$ cat config.mk
export PLATFORM = sky130hd
export DESIGN_NAME = mpd_ram
export DESIGN_NICKNAME = d
export VERILOG_FILES = /design/src/hw/rtl/masked_patch_distance_top_assert.svh /design/src/hw/rtl/mpd_ram.sv
export SDC_FILE = /design/constraint.sdc
export NUM_CORES = 2
export LEC_CHECK = 0
export ABC_CLOCK_PERIOD_IN_PS = 2400
export CAP_MARGIN = 10
export CORE_MARGIN = 3
export CORE_UTILIZATION = 40
export CTS_BUF_LIST = sky130_fd_sc_hd__clkbuf_8
export CTS_CLUSTER_SIZE = 16
export DETAILED_ROUTE_END_ITERATION = 8
export DONT_BUFFER_PORTS = 1
export MAX_ROUTING_LAYER = met4
export PLACE_DENSITY_LB_ADDON = 0.12
export SLEW_MARGIN = 15
export SYNTH_ARGS = -nofsm -noshare
export SYNTH_HDL_FRONTEND = slang
export SYNTH_SLANG_ARGS = --single-unit
$ cat constraint.sdc
create_clock -name clk -period 2.4 [get_ports clk]
set_input_delay 0.24 -clock clk [delete_from_list [all_inputs] [get_ports clk]]
set_output_delay 0.24 -clock clk [all_outputs]
set_load 0.1 [all_outputs]
$ cat src/hw/rtl/masked_patch_distance_top_assert.svh
// Assertion macros for the masked patch distance block.
`ifndef MASKED_PATCH_DISTANCE_TOP_ASSERT_SVH
`define MASKED_PATCH_DISTANCE_TOP_ASSERT_SVH
`ifndef SYNTHESIS
`define MPD_ASSERT_IMP(lbl, ante, cons, msg) \
  lbl: assert property (@(posedge clk) disable iff (rst) (ante) |-> (cons)) \
    else $error(msg);
`define MPD_ASSERT_NEXT(lbl, ante, cons, msg) \
  lbl: assert property (@(posedge clk) disable iff (rst) (ante) |=> (cons)) \
    else $error(msg);
`else
`define MPD_ASSERT_IMP(lbl, ante, cons, msg)
`define MPD_ASSERT_NEXT(lbl, ante, cons, msg)
`endif
`endif

$ cat src/hw/rtl/mpd_ram.sv
// Generic single write port, single read port RAM with registered read data.
module mpd_ram #(
  parameter int WIDTH = 8,
  parameter int DEPTH = 256
) (
  input  logic                     clk,
  input  logic                     we,
  input  logic [$clog2(DEPTH)-1:0] waddr,
  input  logic [WIDTH-1:0]         wdata,
  input  logic [$clog2(DEPTH)-1:0] raddr,
  output logic [WIDTH-1:0]         rdata
);

  logic [WIDTH-1:0] mem [DEPTH];

  always_ff @(posedge clk) begin
    if (we) begin
      mem[waddr] <= wdata;
    end
    rdata <= mem[raddr];
  end

endmodule

Word-level counts from Yosys, hierarchy flattened
Memory sizes are Yosys's and may differ from the RTL's. A register that Yosys moved wholly into a read port is not among the register bits.
Cells that the tools add are included.

storage, ports and cells
  register bits after elaboration = 0
  latch bits = 0
  RAM bits = 2048
  ROM bits = 0
  input bits = 26
  output and inout port bits = 8
  word-level logic and storage cells = 3
  memories kept = 1

operators by class
  $add $sub $neg = 0
  $mul = 0
  div/mod/pow operators = 0
  $lt $le $gt $ge = 0
  equality and inequality tests = 0
  shift operators = 0
  muxes and demuxes = 2
  bitwise operators = 0
  reductions and logical operators = 0

memory list
  memory  words  width  rd ports  clocked after Yosys merged registers in  wr ports  line           text
  mem     256    8      1         1                                        1         mpd_ram.sv:14  logic [WIDTH-1:0] mem [DEPTH];

operators with widths
  kind     number
  $mux W1  2

Longest topological paths before layout
  depth after elaboration = 2
  mapped depth = 11
  gate-level depth less buffers = 6

Worst setup path before layout
No wires, ideal clock.

  path kind = input -> register
  start = in raddr[0]
  end = reg rdata[2] (read register of mem)
  setup time = 0.131 ns
  arrival time = 2.047 ns
  data required time = 2.269 ns
  path slack = 0.222 ns
  cell stages on the path = 9
  buffers on the path = 4
  cells stage by stage = buf_6 buf_12 buf_8 buf_2 mux4_2 a22oi_1 a21oi_1 nor4_1 nor4_2

RTL lines
  item         line           text
  from (decl)  mpd_ram.sv:10  input logic [$clog2(DEPTH)-1:0] raddr,
  to (decl)    mpd_ram.sv:11  output logic [WIDTH-1:0] rdata

==> summary.txt <==
CTS
  – CTS Sinks: 2056
  – CTS buffer count: 353
  – CTS tree: yes
  – CTS H-tree depth: 5
  – CTS max path bufs: 4
  – Worst-Skew Late Latency: 1.04 ns
  – Root buf cell: clkbuf_8
  – Clock-pin transition on the worst setup and hold timing paths: 0.06 ns

Synthesis
  – Post-synth top area cell: edfxtp_1
  – Synth Net Count: 3759
  – Post-synth EDFFs: 2048
  – Ys flop type: edfxtp_1
  – Cell with the most instances after synthesis: edfxtp_1
  – Yosys reg bits: 2056
  – Synth cell count leaders: 2048 x edfxtp_1, 454 x mux4_2, 282 x nor2_1
  – YS warnings: 0
  – Syn avg cell area: 21.3 sq um
  – Synth top area cells: edfxtp_1 77%, mux4_2 13%, mux2i_1 1.7%
  – Distinct cells, synth: 55
  – Cell count after synthesis: 3733
  – Cell Area, Synth: 79600 sq um
  – Post-synth ARST share: 0%
  – Post-synth top area share: 77.3%
  – Seq/Total Area, Yosys: 77.5%

Route
  – Via/cell ratio: 5.53
  – Avg WL per Cell: 29.8 um
  – M1 WL: 94.4 mm
  – Pre-antenna DRT Iters: 7
  – Vias: 40200
  – DRC viols: 0
  – Wire length on met2: 105 mm
  – WL met3: 13.5 mm
  – Initial DRC count: 3859
  – ANT nets after route: 0
  – Highest Signal Layer: met4
  – Routed Wire Length: 217 mm

Floorplan
  – Row cnt: 163
  – Full die area: 204000 sq um
  – Core Footprint: 198000 sq um
  – Die W: 452 um
  – I/O pins: 34
  – Die Y: 452 um
  – Initial Util: 40.3%

Worst setup path
  – Sum of buffers and inverters on the critical path: 1
  – Top delay family on crit path: multiplexers
  – CP cell instances: mux4_2, mux4_2, nor2b_1, nor4_1, buf_4, nor4_2
  – Startpoint types: flop
  – Peak per-stage delay on the critical path: 0.56 ns
  – CP arrival: 3.29 ns
  – Setup crit end kind: flop
  – CP max-delay cell: mux4_2
  – Crit-path max FO: 1
  – Crit-path most repeated cell: mux4_2
  – CP Class: reg -> reg
  – WP data required: 3.31 ns

Power
  – Peak supply drop: 0.501 mV
  – P_sw: 15900 uW
  – Net Sw Frac: 22.2%
  – Clk pwr share: 39.8%
  – Leak: 0.0297 uW
  – Power Dens Cells: 774 nW/um^2
  – Total Power: 71400 uW
  – Power share of the combinational group: 4.7%
  – Internal Dissipation: 55600 uW
  – Sequential Power Share: 55.5%

Timing
  – Setup-failing EPs final: 0
  – Final Max Slew Viols: 0
  – Clock skew: 0.0598 ns
  – Worst relative slew slack: 18.9%
  – F_max: 0.420 GHz
  – Period utilization: 99.2%
  – RSZ-0062 raised after global routing: yes
  – Clock period minus worst slack: 2.38 ns
  – Final Hold Fails: 1980
  – Worst hold slack: -0.660 ns
  – Tightest Pin Transition: 1.21 ns

Cells and area
  – P&R area growth vs syn: 16.0%
  – Filler cell count: 16600
  – Nets: 4401
  – Fin area: 92300 sq um
  – Share of cells above drive strength 1: 30.5%

GRT
  – Tot GR Track Use: 21.4%
  – First-pass GRT wire length: 306 mm
  – Overflow after GRT: 0
  – Largest net degree at the start of global routing: 579
  – Vias in the first global route: 41400
  – Initial antenna violation count: 11

Place
  – I/O Buffers: 0
  – DP Area: 85300 sq um
  – Routability cong.: 0.760
  – Post-DP HPWL: 117 mm

Outcome
  – Outcome: complete, but fails checks
  – Failing checks: negative hold slack

Job
  – Max Cap Violations: 0

Worst hold path
  – Worst min path class: in -> reg
power groups by stage:
| stage | Combinational (uW) | Clock [uW] | Sequential [uW] |
|---|---|---|---|
| after floorplan | 1920 | 0 | 40600 |
| after global placement | 2700 | 0 | 40400 |
| after detailed placement | 2700 | 0 | 40400 |
| after CTS | 2800 | 29200 | 39700 |
| after global routing | 3530 | 30800 | 39700 |
| final | 3360 | 28400 | 39700 |
path summary, 6_finish.rpt:
| path | from | end | slack (ns) | cells after the start |
|---|---|---|---|---|
| setup / recovery | mem[67][0] | rdata[0] | 0.02 | 6 |
| hold / removal | wdata[4] | mem[228][4] | -0.66 | 0 |
| setup reg to reg | mem[67][0] | rdata[0] | 0.02 | 6 |
| hold reg to reg | mem[33][5] | rdata[5] | 1.00 | 6 |
metal layers:
metal  GRT usage, %  vias to the layer above
li1               -                    17000
met1           29.7                    21600
met2           33.1                     1278
met3           3.98                      320
met4           5.21                        0
met5              -                        -
state kept, by name, summed over array words and instances (netlist names):
| name | flops |
|---|---|
| mem | 2048 |
| rdata | 8 |
cell type report:
| type | count | area (sq um) | area share (%) |
|---|---|---|---|
| antenna | 17 | 42.5 | 0.0461 |
| sequential | 2056 | 61700 | 66.8 |
| inverter | 2 | 7.51 | 0.00813 |
| timing repair buffer | 520 | 4450 | 4.82 |
| multi-input combinational | 1442 | 16700 | 18.1 |
| clock buffer | 363 | 5000 | 5.41 |
| tap | 2640 | 3300 | 3.58 |
| clock inverter | 237 | 1110 | 1.21 |
cells by family (layout without fill, tap and decap cells):
group,count (synthesis),after routing,synth area share [%]
compound gates,385,385,3.42
simple gates,466,466,2.63
mux,591,591,14.6
buf+inv,235,1122,1.83
other cells,0,17,0
flops,2056,2056,77.5
metrics by stage:
| step | worst slack [ns] | cells | setup TNS [ns] | util [%] |
|---|---|---|---|---|
| floorplan | 0.222 | 3733 | 0 | - |
| global placement | -0.893 | 6622 | -4.40 | 43.2 |
| detailed placement | -0.983 | 6622 | -5.31 | 43.2 |
| CTS | -0.0798 | 7244 | -0.505 | 46.4 |
| global route | -0.0264 | 7272 | -0.0319 | 46.7 |
| finish | 0.0191 | 7277 | 0 | 46.7 |
cell usage in the layout (no fill, tap or decap), types with 28 or more instances in the layout:
master    instances
mux4_2          454
a22oi_1         132
nor2b_1          28
inv_1           115
a21oi_1          96
o221ai_1         44
nand2_1          33
edfxtp_1       2048
clkbuf_8        363
buf_4           467
o22ai_1          28
mux2i_1         134
clkinv_1         84
nor2_1          278
what timing repair did:
| action | in CTS | in global routing |
|---|---|---|
| cloned | 0 | 7 |
| endpoints found under the hold margin | 3842 | 2049 |
| endpoints found under the setup margin | 7 | 35 |
| pin swaps | 3 | 4 |
| gates resized for setup | 15 | 19 |
| hold buffers | 22 | 1 |
| buffers inserted | 0 | 0 |
Note: power is estimated with default switching activity, not from simulation.
